==> config.mk <==
export PLATFORM = sky130hd
export DESIGN_NAME = generational_cell_allocator_flat
export DESIGN_NICKNAME = d
export VERILOG_FILES = /design/src/rtl/core/cga_pkg.sv /design/src/rtl/core/cga_if.sv /design/src/rtl/core/cga_ram.sv /design/src/rtl/core/cga_init.sv /design/src/rtl/core/cga_ctrl.sv /design/src/rtl/core/generational_cell_allocator.sv /design/src/flat_wrapper.sv
export SDC_FILE = /design/constraint.sdc
export NUM_CORES = 2
export LEC_CHECK = 0
export BUFFER_PORTS_ARGS = -buffer_cell sky130_fd_sc_hd__buf_4
export CAP_MARGIN = 20
export CORE_UTILIZATION = 35
export CTS_BUF_LIST = sky130_fd_sc_hd__clkbuf_2 sky130_fd_sc_hd__clkbuf_4 sky130_fd_sc_hd__clkbuf_8
export DETAILED_ROUTE_END_ITERATION = 10
export SLEW_MARGIN = 20
export SYNTH_ARGS = -nofsm -noshare
export SYNTH_HDL_FRONTEND = slang
export SYNTH_HIERARCHICAL = 1
export SYNTH_SLANG_ARGS = --single-unit
==> constraint.sdc <==
create_clock -name i_clk -period 6.7 [get_ports i_clk]
set_input_delay 0.67 -clock i_clk [delete_from_list [all_inputs] [get_ports i_clk]]
set_output_delay 0.67 -clock i_clk [all_outputs]
set_load 0.02 [all_outputs]
==> src/rtl/core/cga_pkg.sv <==
// Package for the generational cell allocator: field widths, default page size,
// status and action codes, cell flag bits. No dependencies.
package cga_pkg;

    localparam int CELL_COUNT_DEF = 128;

    localparam int IDX_PORT_W   = 7;
    localparam int EPOCH_W      = 16;
    localparam int FLAGS_W      = 4;
    localparam int STATUS_W     = 2;

    localparam logic ACT_ALLOC = 1'b0;
    localparam logic ACT_FREE  = 1'b1;

    localparam logic [FLAGS_W-1:0] FLAG_OBJ_SHARED    = 4'h2;
    localparam logic [FLAGS_W-1:0] FLAG_SHARED_EXPORT = 4'h4;

    typedef enum logic [STATUS_W-1:0] {
        ST_OK         = 2'd0,
        ST_FULL       = 2'd1,
        ST_NONE_ALLOC = 2'd2,
        ST_BAD_INDEX  = 2'd3
    } t_status;

endpackage

==> src/rtl/core/cga_if.sv <==
// Valid/ready channel interfaces for allocator requests and responses.
// Depends on cga_pkg for field widths.
interface cga_req_if;
    logic                           valid;
    logic                           ready;
    logic                           action;
    logic [cga_pkg::IDX_PORT_W-1:0] cell_index;

    modport source (output valid, action, cell_index, input ready);
    modport sink   (input valid, action, cell_index, output ready);
endinterface

interface cga_rsp_if;
    logic                           valid;
    logic                           ready;
    logic [cga_pkg::STATUS_W-1:0]   status;
    logic [cga_pkg::IDX_PORT_W-1:0] cell_index_out;
    logic [cga_pkg::EPOCH_W-1:0]    cell_epoch;
    logic [cga_pkg::FLAGS_W-1:0]    cell_flags;
    logic [cga_pkg::IDX_PORT_W-1:0] free_count;

    modport source (output valid, status, cell_index_out, cell_epoch, cell_flags, free_count,
                    input ready);
    modport sink   (input valid, status, cell_index_out, cell_epoch, cell_flags, free_count,
                    output ready);
endinterface

==> src/rtl/core/cga_ram.sv <==
// Generic simple dual-port RAM: one write port, one read port, registered read.
// No dependencies.
module cga_ram #(
    parameter int WIDTH = 8,
    parameter int DEPTH = 128
) (
    input  logic                     i_clk,
    input  logic                     i_we,
    input  logic [$clog2(DEPTH)-1:0] i_waddr,
    input  logic [WIDTH-1:0]         i_wdata,
    input  logic [$clog2(DEPTH)-1:0] i_raddr,
    output logic [WIDTH-1:0]         o_rdata
);

    logic [WIDTH-1:0] r_mem [DEPTH];
    logic [WIDTH-1:0] r_rdata;

    always_ff @(posedge i_clk) begin
        if (i_we) begin
            r_mem[i_waddr] <= i_wdata;
        end
        r_rdata <= r_mem[i_raddr];
    end

    assign o_rdata = r_rdata;

endmodule

==> src/rtl/core/cga_init.sv <==
// Post-reset sweep that chains cells 1..CELL_COUNT-1 into the free list
// and clears every epoch, one cell per cycle. Depends on cga_pkg.
module cga_init #(
    parameter int CELL_COUNT = cga_pkg::CELL_COUNT_DEF
) (
    input  logic                          i_clk,
    input  logic                          i_rst_n,
    output logic                          o_wr_en,
    output logic [$clog2(CELL_COUNT)-1:0] o_wr_addr,
    output logic [$clog2(CELL_COUNT)-1:0] o_wr_link,
    output logic                          o_done
);

    localparam int IDX_W = $clog2(CELL_COUNT);
    localparam logic [IDX_W-1:0] LAST = IDX_W'(CELL_COUNT - 1);

    logic [IDX_W-1:0] r_ptr;
    logic             r_done;

    always_ff @(posedge i_clk) begin
        if (!i_rst_n) begin
            r_ptr  <= '0;
            r_done <= 1'b0;
        end else if (!r_done) begin
            if (r_ptr == LAST) begin
                r_done <= 1'b1;
            end else begin
                r_ptr <= r_ptr + 1'b1;
            end
        end
    end

    assign o_wr_en   = !r_done;
    assign o_wr_addr = r_ptr;
    // null for cell 0 and the tail of the chain
    assign o_wr_link = (r_ptr == '0 || r_ptr == LAST) ? '0 : r_ptr + 1'b1;
    assign o_done    = r_done;

endmodule

==> src/rtl/core/cga_ctrl.sv <==
// Allocate/free sequencer: reads link and epoch of one cell, then updates the
// free list and registers the response. Depends on cga_pkg and cga_if.
module cga_ctrl #(
    parameter int CELL_COUNT = cga_pkg::CELL_COUNT_DEF
) (
    input  logic                          i_clk,
    input  logic                          i_rst_n,
    input  logic                          i_cfg_we,
    input  logic                          i_cfg_wdata,
    input  logic                          i_init_done,
    cga_req_if.sink                       i_req,
    cga_rsp_if.source                     o_rsp,
    output logic [$clog2(CELL_COUNT)-1:0] o_rd_addr,
    input  logic [$clog2(CELL_COUNT)-1:0] i_link_rd,
    input  logic [cga_pkg::EPOCH_W-1:0]   i_epoch_rd,
    output logic                          o_wr_en,
    output logic [$clog2(CELL_COUNT)-1:0] o_wr_addr,
    output logic [$clog2(CELL_COUNT)-1:0] o_wr_link,
    output logic [cga_pkg::EPOCH_W-1:0]   o_wr_epoch
);

    localparam int IDX_W = $clog2(CELL_COUNT);
    localparam logic [IDX_W-1:0] LAST = IDX_W'(CELL_COUNT - 1);

    typedef enum logic {
        S_IDLE,
        S_EXEC
    } t_state;

    t_state                         r_state, n_state;
    logic                           r_shared;
    logic                           r_act, n_act;
    logic [cga_pkg::IDX_PORT_W-1:0] r_req, n_req;
    logic [IDX_W-1:0]               r_addr;
    logic [IDX_W-1:0]               r_head, n_head;
    logic [IDX_W-1:0]               r_cnt, n_cnt;

    logic                           r_out_valid, n_out_valid;
    cga_pkg::t_status               r_out_status, n_out_status;
    logic [cga_pkg::IDX_PORT_W-1:0] r_out_idx, n_out_idx;
    logic [cga_pkg::EPOCH_W-1:0]    r_out_epoch, n_out_epoch;
    logic [cga_pkg::FLAGS_W-1:0]    r_out_flags, n_out_flags;
    logic [cga_pkg::IDX_PORT_W-1:0] r_out_cnt, n_out_cnt;

    logic                           accept;
    logic                           bad_index;
    logic [cga_pkg::EPOCH_W-1:0]    bumped;
    logic [cga_pkg::FLAGS_W-1:0]    flags;

    assign i_req.ready = (r_state == S_IDLE) && i_init_done;
    assign accept      = i_req.valid && i_req.ready;
    assign bad_index   = (r_req == '0) || (32'(r_req) >= 32'(CELL_COUNT));
    assign bumped      = i_epoch_rd + 1'b1;
    assign flags       = r_shared ? (cga_pkg::FLAG_OBJ_SHARED | cga_pkg::FLAG_SHARED_EXPORT)
                                  : '0;

    // allocate reads the head cell, free reads the cell being returned
    assign o_rd_addr = !accept ? r_addr :
                       (i_req.action == cga_pkg::ACT_FREE) ? IDX_W'(i_req.cell_index) : r_head;

    assign o_wr_addr  = r_addr;
    assign o_wr_link  = r_head;
    assign o_wr_epoch = bumped;

    always_comb begin
        n_state      = r_state;
        n_act        = r_act;
        n_req        = r_req;
        n_head       = r_head;
        n_cnt        = r_cnt;
        n_out_valid  = r_out_valid && !o_rsp.ready;
        n_out_status = r_out_status;
        n_out_idx    = r_out_idx;
        n_out_epoch  = r_out_epoch;
        n_out_flags  = r_out_flags;
        n_out_cnt    = r_out_cnt;
        o_wr_en      = 1'b0;
        unique case (r_state)
            S_IDLE: begin
                if (accept) begin
                    n_act   = i_req.action;
                    n_req   = i_req.cell_index;
                    n_state = S_EXEC;
                end
            end
            S_EXEC: begin
                if (!r_out_valid || o_rsp.ready) begin
                    n_out_valid  = 1'b1;
                    n_state      = S_IDLE;
                    n_out_status = cga_pkg::ST_OK;
                    n_out_idx    = '0;
                    n_out_epoch  = '0;
                    n_out_flags  = '0;
                    if (r_act == cga_pkg::ACT_ALLOC) begin
                        if (r_cnt == '0) begin
                            n_out_status = cga_pkg::ST_FULL;
                        end else begin
                            n_head      = i_link_rd;
                            n_cnt       = r_cnt - 1'b1;
                            n_out_idx   = cga_pkg::IDX_PORT_W'(r_addr);
                            n_out_epoch = i_epoch_rd;
                            n_out_flags = flags;
                        end
                    end else if (r_cnt == LAST) begin
                        n_out_status = cga_pkg::ST_NONE_ALLOC;
                    end else if (bad_index) begin
                        n_out_status = cga_pkg::ST_BAD_INDEX;
                    end else begin
                        o_wr_en     = 1'b1;
                        n_head      = r_addr;
                        n_cnt       = r_cnt + 1'b1;
                        n_out_idx   = cga_pkg::IDX_PORT_W'(r_addr);
                        n_out_epoch = bumped;
                        n_out_flags = flags;
                    end
                    n_out_cnt = cga_pkg::IDX_PORT_W'(n_cnt);
                end
            end
        endcase
    end

    always_ff @(posedge i_clk) begin
        if (!i_rst_n) begin
            r_state     <= S_IDLE;
            r_shared    <= 1'b0;
            r_head      <= IDX_W'(1);
            r_cnt       <= LAST;
            r_out_valid <= 1'b0;
        end else begin
            r_state     <= n_state;
            r_head      <= n_head;
            r_cnt       <= n_cnt;
            r_out_valid <= n_out_valid;
            if (i_cfg_we) begin
                r_shared <= i_cfg_wdata;
            end
        end
        r_act        <= n_act;
        r_req        <= n_req;
        r_addr       <= o_rd_addr;
        r_out_status <= n_out_status;
        r_out_idx    <= n_out_idx;
        r_out_epoch  <= n_out_epoch;
        r_out_flags  <= n_out_flags;
        r_out_cnt    <= n_out_cnt;
    end

    assign o_rsp.valid          = r_out_valid;
    assign o_rsp.status         = r_out_status;
    assign o_rsp.cell_index_out = r_out_idx;
    assign o_rsp.cell_epoch     = r_out_epoch;
    assign o_rsp.cell_flags     = r_out_flags;
    assign o_rsp.free_count     = r_out_cnt;

endmodule

==> src/rtl/core/generational_cell_allocator.sv <==
// Top level of the generational cell allocator: link and epoch RAMs, init sweep,
// allocate/free sequencer. Depends on cga_pkg, cga_if, cga_ram, cga_init, cga_ctrl.
//
//   channel   | dir | handshake           | payload
//   i_req     | in  | valid/ready         | action, cell_index
//   o_rsp     | out | valid/ready         | status, cell_index_out, cell_epoch,
//             |     |                     | cell_flags, free_count
//   i_cfg_*   | in  | write enable only   | page_shared
//
// Each request first reads the addressed cell (head on allocate) from both RAMs at the
// transfer edge, then an execute state writes back on free and loads the response. After
// reset an init sweep chains the link RAM and clears the epoch RAM; i_req.ready stays
// low until it ends. A stalled response holds the execute state; the next request is
// taken once it leaves.
module generational_cell_allocator #(
    parameter int CELL_COUNT = cga_pkg::CELL_COUNT_DEF
) (
    input  logic      i_clk,
    input  logic      i_rst_n,
    input  logic      i_cfg_we,
    input  logic      i_cfg_wdata,
    cga_req_if.sink   i_req,
    cga_rsp_if.source o_rsp
);

    localparam int IDX_W = $clog2(CELL_COUNT);

    logic                        init_we;
    logic [IDX_W-1:0]            init_addr;
    logic [IDX_W-1:0]            init_link;
    logic                        init_done;

    logic                        ctrl_we;
    logic [IDX_W-1:0]            ctrl_addr;
    logic [IDX_W-1:0]            ctrl_link;
    logic [cga_pkg::EPOCH_W-1:0] ctrl_epoch;

    logic [IDX_W-1:0]            rd_addr;
    logic [IDX_W-1:0]            link_rd;
    logic [cga_pkg::EPOCH_W-1:0] epoch_rd;

    logic                        wr_en;
    logic [IDX_W-1:0]            wr_addr;
    logic [IDX_W-1:0]            wr_link;
    logic [cga_pkg::EPOCH_W-1:0] wr_epoch;

    cga_init #(.CELL_COUNT(CELL_COUNT)) u_init (
        .i_clk     (i_clk),
        .i_rst_n   (i_rst_n),
        .o_wr_en   (init_we),
        .o_wr_addr (init_addr),
        .o_wr_link (init_link),
        .o_done    (init_done)
    );

    cga_ctrl #(.CELL_COUNT(CELL_COUNT)) u_ctrl (
        .i_clk       (i_clk),
        .i_rst_n     (i_rst_n),
        .i_cfg_we    (i_cfg_we),
        .i_cfg_wdata (i_cfg_wdata),
        .i_init_done (init_done),
        .i_req       (i_req),
        .o_rsp       (o_rsp),
        .o_rd_addr   (rd_addr),
        .i_link_rd   (link_rd),
        .i_epoch_rd  (epoch_rd),
        .o_wr_en     (ctrl_we),
        .o_wr_addr   (ctrl_addr),
        .o_wr_link   (ctrl_link),
        .o_wr_epoch  (ctrl_epoch)
    );

    assign wr_en    = init_we || ctrl_we;
    assign wr_addr  = init_we ? init_addr : ctrl_addr;
    assign wr_link  = init_we ? init_link : ctrl_link;
    assign wr_epoch = init_we ? '0 : ctrl_epoch;

    cga_ram #(.WIDTH(IDX_W), .DEPTH(CELL_COUNT)) u_link_ram (
        .i_clk   (i_clk),
        .i_we    (wr_en),
        .i_waddr (wr_addr),
        .i_wdata (wr_link),
        .i_raddr (rd_addr),
        .o_rdata (link_rd)
    );

    cga_ram #(.WIDTH(cga_pkg::EPOCH_W), .DEPTH(CELL_COUNT)) u_epoch_ram (
        .i_clk   (i_clk),
        .i_we    (wr_en),
        .i_waddr (wr_addr),
        .i_wdata (wr_epoch),
        .i_raddr (rd_addr),
        .o_rdata (epoch_rd)
    );

    a_no_req_during_init: assert property (@(posedge i_clk) disable iff (!i_rst_n)
        i_req.ready |-> init_done)
        else $error("request taken before init sweep finished");

    a_single_writer: assert property (@(posedge i_clk) disable iff (!i_rst_n)
        !(init_we && ctrl_we))
        else $error("init sweep and sequencer write RAMs together");

    a_one_in_flight: assert property (@(posedge i_clk) disable iff (!i_rst_n)
        (i_req.valid && i_req.ready) |=> !i_req.ready)
        else $error("request taken while previous still executing");

    a_error_fields_zero: assert property (@(posedge i_clk) disable iff (!i_rst_n)
        (o_rsp.valid && o_rsp.status != cga_pkg::ST_OK) |->
        (o_rsp.cell_index_out == '0 && o_rsp.cell_epoch == '0 && o_rsp.cell_flags == '0))
        else $error("error response carries nonzero cell fields");

endmodule

==> src/flat_wrapper.sv <==
// flat-port wrapper written by rule: the top's interface ports become plain ports
module generational_cell_allocator_flat 
#(
    parameter int CELL_COUNT = cga_pkg::CELL_COUNT_DEF
)
  (i_clk, i_rst_n, i_cfg_we, i_cfg_wdata, i_req_valid, i_req_action, i_req_cell_index, i_req_ready, o_rsp_valid, o_rsp_status, o_rsp_cell_index_out, o_rsp_cell_epoch, o_rsp_cell_flags, o_rsp_free_count, o_rsp_ready);
  cga_req_if i_req_i ();
  cga_rsp_if o_rsp_i ();
  input  logic i_clk;
  input  logic i_rst_n;
  input  logic i_cfg_we;
  input  logic i_cfg_wdata;
  input wire logic [$bits(i_req_i.valid)-1:0] i_req_valid;
  input wire logic [$bits(i_req_i.action)-1:0] i_req_action;
  input wire logic [$bits(i_req_i.cell_index)-1:0] i_req_cell_index;
  output wire logic [$bits(i_req_i.ready)-1:0] i_req_ready;
  output wire logic [$bits(o_rsp_i.valid)-1:0] o_rsp_valid;
  output wire logic [$bits(o_rsp_i.status)-1:0] o_rsp_status;
  output wire logic [$bits(o_rsp_i.cell_index_out)-1:0] o_rsp_cell_index_out;
  output wire logic [$bits(o_rsp_i.cell_epoch)-1:0] o_rsp_cell_epoch;
  output wire logic [$bits(o_rsp_i.cell_flags)-1:0] o_rsp_cell_flags;
  output wire logic [$bits(o_rsp_i.free_count)-1:0] o_rsp_free_count;
  input wire logic [$bits(o_rsp_i.ready)-1:0] o_rsp_ready;
  assign i_req_i.valid = i_req_valid;
  assign i_req_i.action = i_req_action;
  assign i_req_i.cell_index = i_req_cell_index;
  assign i_req_ready = i_req_i.ready;
  assign o_rsp_valid = o_rsp_i.valid;
  assign o_rsp_status = o_rsp_i.status;
  assign o_rsp_cell_index_out = o_rsp_i.cell_index_out;
  assign o_rsp_cell_epoch = o_rsp_i.cell_epoch;
  assign o_rsp_cell_flags = o_rsp_i.cell_flags;
  assign o_rsp_free_count = o_rsp_i.free_count;
  assign o_rsp_i.ready = o_rsp_ready;
  generational_cell_allocator #(.CELL_COUNT(CELL_COUNT)) u_core (.i_clk(i_clk), .i_rst_n(i_rst_n), .i_cfg_we(i_cfg_we), .i_cfg_wdata(i_cfg_wdata), .i_req(i_req_i), .o_rsp(o_rsp_i));
endmodule
Word-level counts from Yosys, hierarchy flattened
Memory sizes are Yosys's and may differ from the RTL's. A register that Yosys moved wholly into a read port is not among the register bits.
Cells that the tools add are included.

word-level totals
  output and inout port bits = 38
  input bits = 14
  bits in registers = 76
  memory bits (writable) = 2944
  memories kept = 2

memory list
  name                      words  bits a word  rd ports  clocked after Yosys merged registers in  write ports  line           RTL
  u_core.u_epoch_ram.r_mem  128    16           1         1                                        1            cga_ram.sv:15  logic [WIDTH-1:0] r_mem [DEPTH];
  u_core.u_link_ram.r_mem   128    7            1         1                                        1            cga_ram.sv:15

cells by class
  add/sub/neg operators = 4
  reduce and logical (&&, ||, !) cells = 16
  bitwise operators = 3
  muxes and demuxes = 45
  eq/ne operators = 5

operator list
  kind                   number
  $mux 7                 17
  $mux 16                5
  $logic_not 7->1        3
  $add 16x1->16 const B  1
  $add 7x1->7 const B    2
  $eq 7x7->1 const B     2
  $mux 1                 14
  $mux 3                 4
  $sub 7x1->7 const B    1
  $mux 2                 3
  $ne 2x2->1 const B     3
  $reduce_and 2->1       3
  $reduce_and 5->1       1
  $mux 4                 1
  $logic_and 1x1->1      3
  $logic_not 1->1        3
  $logic_or 1x1->1       3
  $not 1->1              3
  $pmux 1 s2             1

Depth between registers and ports, before layout
  depth after elaboration = 9
  depth in mapped cells = 12
  depth with buffers taken out = 8

Cells and area by module
Netlist, hierarchy kept.

by module, submodules not included
  module                         area each (µm²)  sequential area each (µm²)  cells each  instances
  cga_ram at u_core.u_epoch_ram  78522.8          61819.3                     3086        1
  cga_ram at u_core.u_link_ram   34807.1          27045.9                     1453        1
  cga_ctrl                       3328.2           1711.6                      321         1
  cga_init                       523.0            160.2                       60          1
  generational_cell_allocator    292.8            0.0                         34          1

Worst setup path after synthesis
No wires, ideal clock.

  path type = register to register
  start point = register u_core.u_epoch_ram.r_rdata[0] (netlist: u_core/u_epoch_ram/o_rdata[0]) (read register of u_core.u_epoch_ram.r_mem)
  end point = memory u_core/u_epoch_ram/r_mem[0][12] in the netlist's numbering, data pin
  path slack = 1.235 ns
  clock period less this slack = 5.465 ns
  stages on the path, launching flop included = 8
  required time = 5.869 ns
  data arrival time = 4.634 ns
  buffers on the path = 1
  cell sequence = dfxtp_1 > ha_1 > and3_1 > clkbuf_1 > nand3_1 > nor2_1 > xor2_1 > nor2b_1

between the ends
  cells in the longest elaborated chain, start to end = 2

RTL lines
  what                                   line                               RTL
  from (decl)                            cga_ram.sv:16                      logic [WIDTH-1:0] r_rdata;
  $add 16x1->16                          cga_ctrl.sv:53                     assign bumped = i_epoch_rd + 1'b1;
  named net u_core.ctrl_epoch (one bit)  generational_cell_allocator.sv:36  logic [cga_pkg::EPOCH_W-1:0] ctrl_epoch;
  $mux 16                                generational_cell_allocator.sv:76  assign wr_epoch = init_we ? '0 : ctrl_epoch;
  named net u_core.wr_epoch (one bit)    generational_cell_allocator.sv:45  logic [cga_pkg::EPOCH_W-1:0] wr_epoch;
  to (decl)                              cga_ram.sv:15

The timed path passes the listed nets, and every way through them passes these cells.

Worst setup path in the final report
  start point = register u_core.u_ctrl.r_cnt[0]
  end point = memory u_core/u_link_ram/r_mem[126][6] in the netlist's numbering (enable)

between the ends
  cells in the longest elaborated chain, start to end = 8

RTL lines
  what                          line                               RTL
  from (decl)                   cga_ctrl.sv:36                     logic [IDX_W-1:0] r_cnt, n_cnt;
  from (signal assigned)        cga_ctrl.sv:132                    r_cnt <= n_cnt;
  $eq 7x7->1                    cga_ctrl.sv:104                    end else if (r_cnt == LAST) begin
  $mux 1                        cga_ctrl.sv:104
  $mux 1                        cga_ctrl.sv:94                     if (r_act == cga_pkg::ACT_ALLOC) begin
  $mux 1                        cga_ctrl.sv:87                     if (!r_out_valid || o_rsp.ready) begin
  $mux 1                        cga_ctrl.sv:78                     unique case (r_state)
  named net u_core.ctrl_we      generational_cell_allocator.sv:33  logic ctrl_we;
  $logic_or 1x1->1              generational_cell_allocator.sv:73  assign wr_en = init_we || ctrl_we;
  named net u_core.wr_en        generational_cell_allocator.sv:42  logic wr_en;
  $mux 1                        cga_ram.sv:19                      if (i_we) begin
  $mux 1 (implied by the code)  cga_ram.sv:20                      r_mem[i_waddr] <= i_wdata;
  to (decl)                     cga_ram.sv:15

The timed path passes the listed nets, and every way through them passes these cells.

==> reports/results.tsv <==
stage	metric	value	unit
run_status	outcome	finished, final reports clean	
die	die_h	581.3	µm
die	core	333700	µm²
detailed_routing	viasPerCell	5.374	
setup_path	worstPathMaxFanout	16	
sta	final.setup_skew	0.1218	ns
yosys	ys.flop_type	edfxtp_1	
final_layout	post-route-util	40.29	%
setup_path	critPathBufInv	0	
sta	finalHoldViolations	0	
detailed_routing	drc_errors	0	
setup_path	crit_path_top_delay_cell	nor2_1	
cts	clkTransAtPathRegs	0.07	ns
yosys	ys_ff_latch	3040	
final_layout	final_common_cell	edfxtp_1	
final_layout	n_fill_cell	29020	
sta	slew_viol_final	0	
yosys	ys_top_cells_by_area	edfxtp_1 (76%), mux4_2 (19%), dfxtp_1 (0.94%), nor2_1 (0.88%), clkbuf_1 (0.45%)	
cts	cts_sinks	3040	
power_and_ir_drop	p_switching	8.529	mW
sta	slew_headroom	20.50	%
setup_path	critPathMaxStageDelay	1.16	ns
yosys	synth_async_sr_flop_share	0	%
yosys	netlist.area_leader.share	76.30	%
cts	clockRootBuffer	clkbuf_8	
final_layout	final_nets	5501	
detailed_routing	drt_pass1_iterations	5	
power_and_ir_drop	p_sw_share	22.16	%
sta	setup_viol	0	
min_path	holdCritPathClass	in -> reg	
die	start_util	35.20	%
cts	cts-buffers-inserted	474	
sta	setup_tns	0	ns
yosys	synth-edff-count	2985	
setup_path	r2r-start	u_core/u_ctrl/r_cnt[0]	
global_route	grt_overflow_total	0	
global_route	grt_usage	17.33	%
sta	post-route-period-util	72.70	%
cts	cts_resized	0	
global_route	grt_pass1_vias	57170	
yosys	syn_area	117500	µm²
sta	rsz0062_at_grt	no	
yosys	muxShareOfSynthArea	19.04	%
yosys	synthSimpleGateAreaFrac	1.872	%
sta	whs	0.1467	ns
power_and_ir_drop	combPwrFrac	5.6	%
placement	hpwl	176700	µm
die	die_area	338000	µm²
yosys	yosysTopAreaCell	edfxtp_1	
yosys	synthXorXnorAreaFrac	0.1789	%
power_and_ir_drop	power-per-cell-area	286.3	nW/µm²
final_layout	area_growth_syn_to_layout	14.45	%
detailed_routing	drt_iter0_drc	6504	
setup_path	arrival	5.59	ns
cts	cts_tree	done	
power_and_ir_drop	irDropWorstVdd	0.0001704	V
power_and_ir_drop	intPower	29.96	mW
sta	fmax	0.2053	GHz
yosys	synth_cell_types	63	
detailed_routing	ant_nets	0	
detailed_routing	num_vias	55180	
placement	post-place-ws	1.962	ns
global_route	grt_pass1_wl	423300	µm
yosys	synthCells	4954	
cts	cts_buffer_depth	4	
setup_path	critPathRequiredTime	7.42	ns
yosys	seq_area_frac_synth	77.24	%
final_layout	multi_input_area	25830	µm²
sta	fin_crit	4.871	ns
final_layout	seqCellArea	90740	µm²
sta	setup_ws	1.829	ns
global_route	antenna_found_initial	19	
global_route	grt_max_degree	113	
placement	port_buffers	49	
power_and_ir_drop	p_leak	44.24	nW
job	cap_violations	0	
placement	routabilityCongestion	0.8013	
setup_path	critPathKind	reg -> reg	
setup_path	crit_start	u_core/u_ctrl/r_cnt[0]	
cts	clock_latency	1.12	ns
setup_path	path_cells	ha_1, nand3_1, o221ai_4, nor2_1, or2_2, nor2b_1, nand3_1, nor2_1	
final_layout	layout_common_cells	edfxtp_1 (2985), mux4_2 (966), clkbuf_8 (484), buf_4 (268), nor2_1 (245)	
power_and_ir_drop	pwr-share-seq	54.2	%
min_path	hold_path_startpoint	i_req_valid	
setup_path	cp-end-kind	register	
yosys	synth_compound_area_share	0.5272	%
sta	max_slew.worst_pin.slew	1.189	ns
power_and_ir_drop	power_frac_clock	40.2	%
detailed_routing	wirelength	297100	µm
final_layout	drive_gt1_share	36.31	%
setup_path	worstSetupStartpointType	register	
cts	htree_levels	5	
die	die_x	581.3	µm
power_and_ir_drop	total_power	38.49	mW
yosys	synth_top_family_by_area	multiplexers	
detailed_routing	wl_per_cell	28.93	µm
setup_path	cp_top_family	simple AND/OR/NAND/NOR gates	
yosys	yosys.area_share.adder	0.06391	%
yosys	synth_area_per_cell	23.71	µm²
yosys	yosys_warnings	6	
die	num_rows	212	
die	ios	52	
==> routing by layer <==
| metal | vias up | GRT usage, % | wire length (µm) | part of all wire, % |
|---|---|---|---|---|
| met5 | - | 0 | 35 | 0.012 |
| met4 | 6 | 5.477 | 9202 | 3.1 |
| met3 | 483 | 3.003 | 20810 | 7.0 |
| met2 | 2264 | 29.32 | 149400 | 50 |
| met1 | 30080 | 22.76 | 117700 | 40 |
| li1 | 22350 | - | - | - |
==> sequential cells by signal (all words and copies together) (netlist names), 2 cells and up <==
| name | count |
|---|---|
| u_core/u_ctrl/r_req | 7 |
| u_core/u_epoch_ram/r_mem | 2048 |
| u_core/u_ctrl/o_wr_addr | 7 |
| u_core/u_ctrl/r_cnt | 7 |
| u_core/u_ctrl/o_wr_link | 7 |
| u_core/u_ctrl/o_rsp.free_count | 7 |
| u_core/u_ctrl/o_rsp.status | 2 |
| u_core/u_init/o_wr_addr | 7 |
| u_core/u_epoch_ram/o_rdata | 16 |
| u_core/u_link_ram/r_mem | 896 |
| u_core/u_ctrl/o_rsp.cell_index_out | 7 |
| u_core/u_link_ram/o_rdata | 7 |
| u_core/u_ctrl/o_rsp.cell_epoch | 16 |
==> synthesized netlist by cell type, types with 3 or more instances <==
cell	count
o21ai_0	22
nand2_1	67
inv_1	14
or3_1	6
xor2_1	6
nand2b_1	8
a211oi_1	7
a31oi_1	7
nand3_1	38
a41oi_1	4
buf_2	62
a21oi_1	9
o211ai_1	4
nor2b_1	37
nor3_1	25
clkbuf_1	142
nand4_1	10
buf_1	41
buf_4	21
xnor2_1	18
and3_1	4
mux2i_1	20
and4_1	3
mux4_2	966
dfxtp_1	55
a22o_1	8
buf_6	4
nor2_1	275
edfxtp_1	2985
and2b_1	4
mux2_2	37
ha_1	6
==> path summary, 6_finish.rpt <==
path,to,slack [ns],cells past startpoint
worst max-delay path,u_core/u_link_ram/r_mem[126][6],1.83,8
worst min-delay path,u_core/u_ctrl/r_state,0.15,4
worst max register to register,u_core/u_link_ram/r_mem[126][6],1.83,8
worst min register to register,u_core/u_ctrl/o_wr_link[0],0.53,1
==> power by group through the flow <==
stage | Combinational [mW] | Clock (mW) | Sequential [mW]
global route | 2.27 | 16.6 | 20.9
global placement | 2.17 | 0 | 21.3
detailed placement | 2.19 | 0 | 21.3
CTS | 2.20 | 15.8 | 20.9
finish | 2.16 | 15.5 | 20.9
floorplan | 1.43 | 0 | 21.2
==> worst register-to-register path: cells and delay by family (launching register included) <==
family | cells | cell delay [ns]
and+or+nand+nor | 6 | 3.42
AOI/OAI and AO/OA | 1 | 0.37
DFF | 1 | 0.41
adders and majority gates | 1 | 0.31
==> logic make-up (layout without fill, tap and decap cells) <==
kind of cell               after synthesis  count (layout)
xor gates and xnor gates                24              24
other                                    1              23
muxes                                 1023            1023
and+or+nand+nor                        491             491
buffers and inverters                  285            1191
DFF                                   3040            3040
adders and majority gates                6               6
AOI/OAI and AO/OA                       84              84
==> metrics by stage <==
stage | area, µm² | cells
after floorplan | 117500 | 4955
after global placement | 124800 | 9377
after detailed placement | 124900 | 9379
after CTS | 134400 | 10250
after global routing | 134400 | 10270
final | 134400 | 10270
==> cell type report <==
| type | instances | area share, % |
|---|---|---|
| sequential | 3040 | 67.49 |
| multi-input combinational | 1630 | 19.21 |
| clock buffer | 644 | 5.848 |
| tap | 4387 | 4.083 |
| timing repair buffer | 320 | 2.192 |
| clock inverter | 212 | 1.095 |
| inverter | 15 | 0.04188 |
| antenna | 21 | 0.03909 |
==> repair_timing <==
item,4_1_cts,5_1_grt
endpoints found under the hold margin,24,0
setup buffers,0,0
hold buffers,12,0
(Power assumes the default switching activity.)
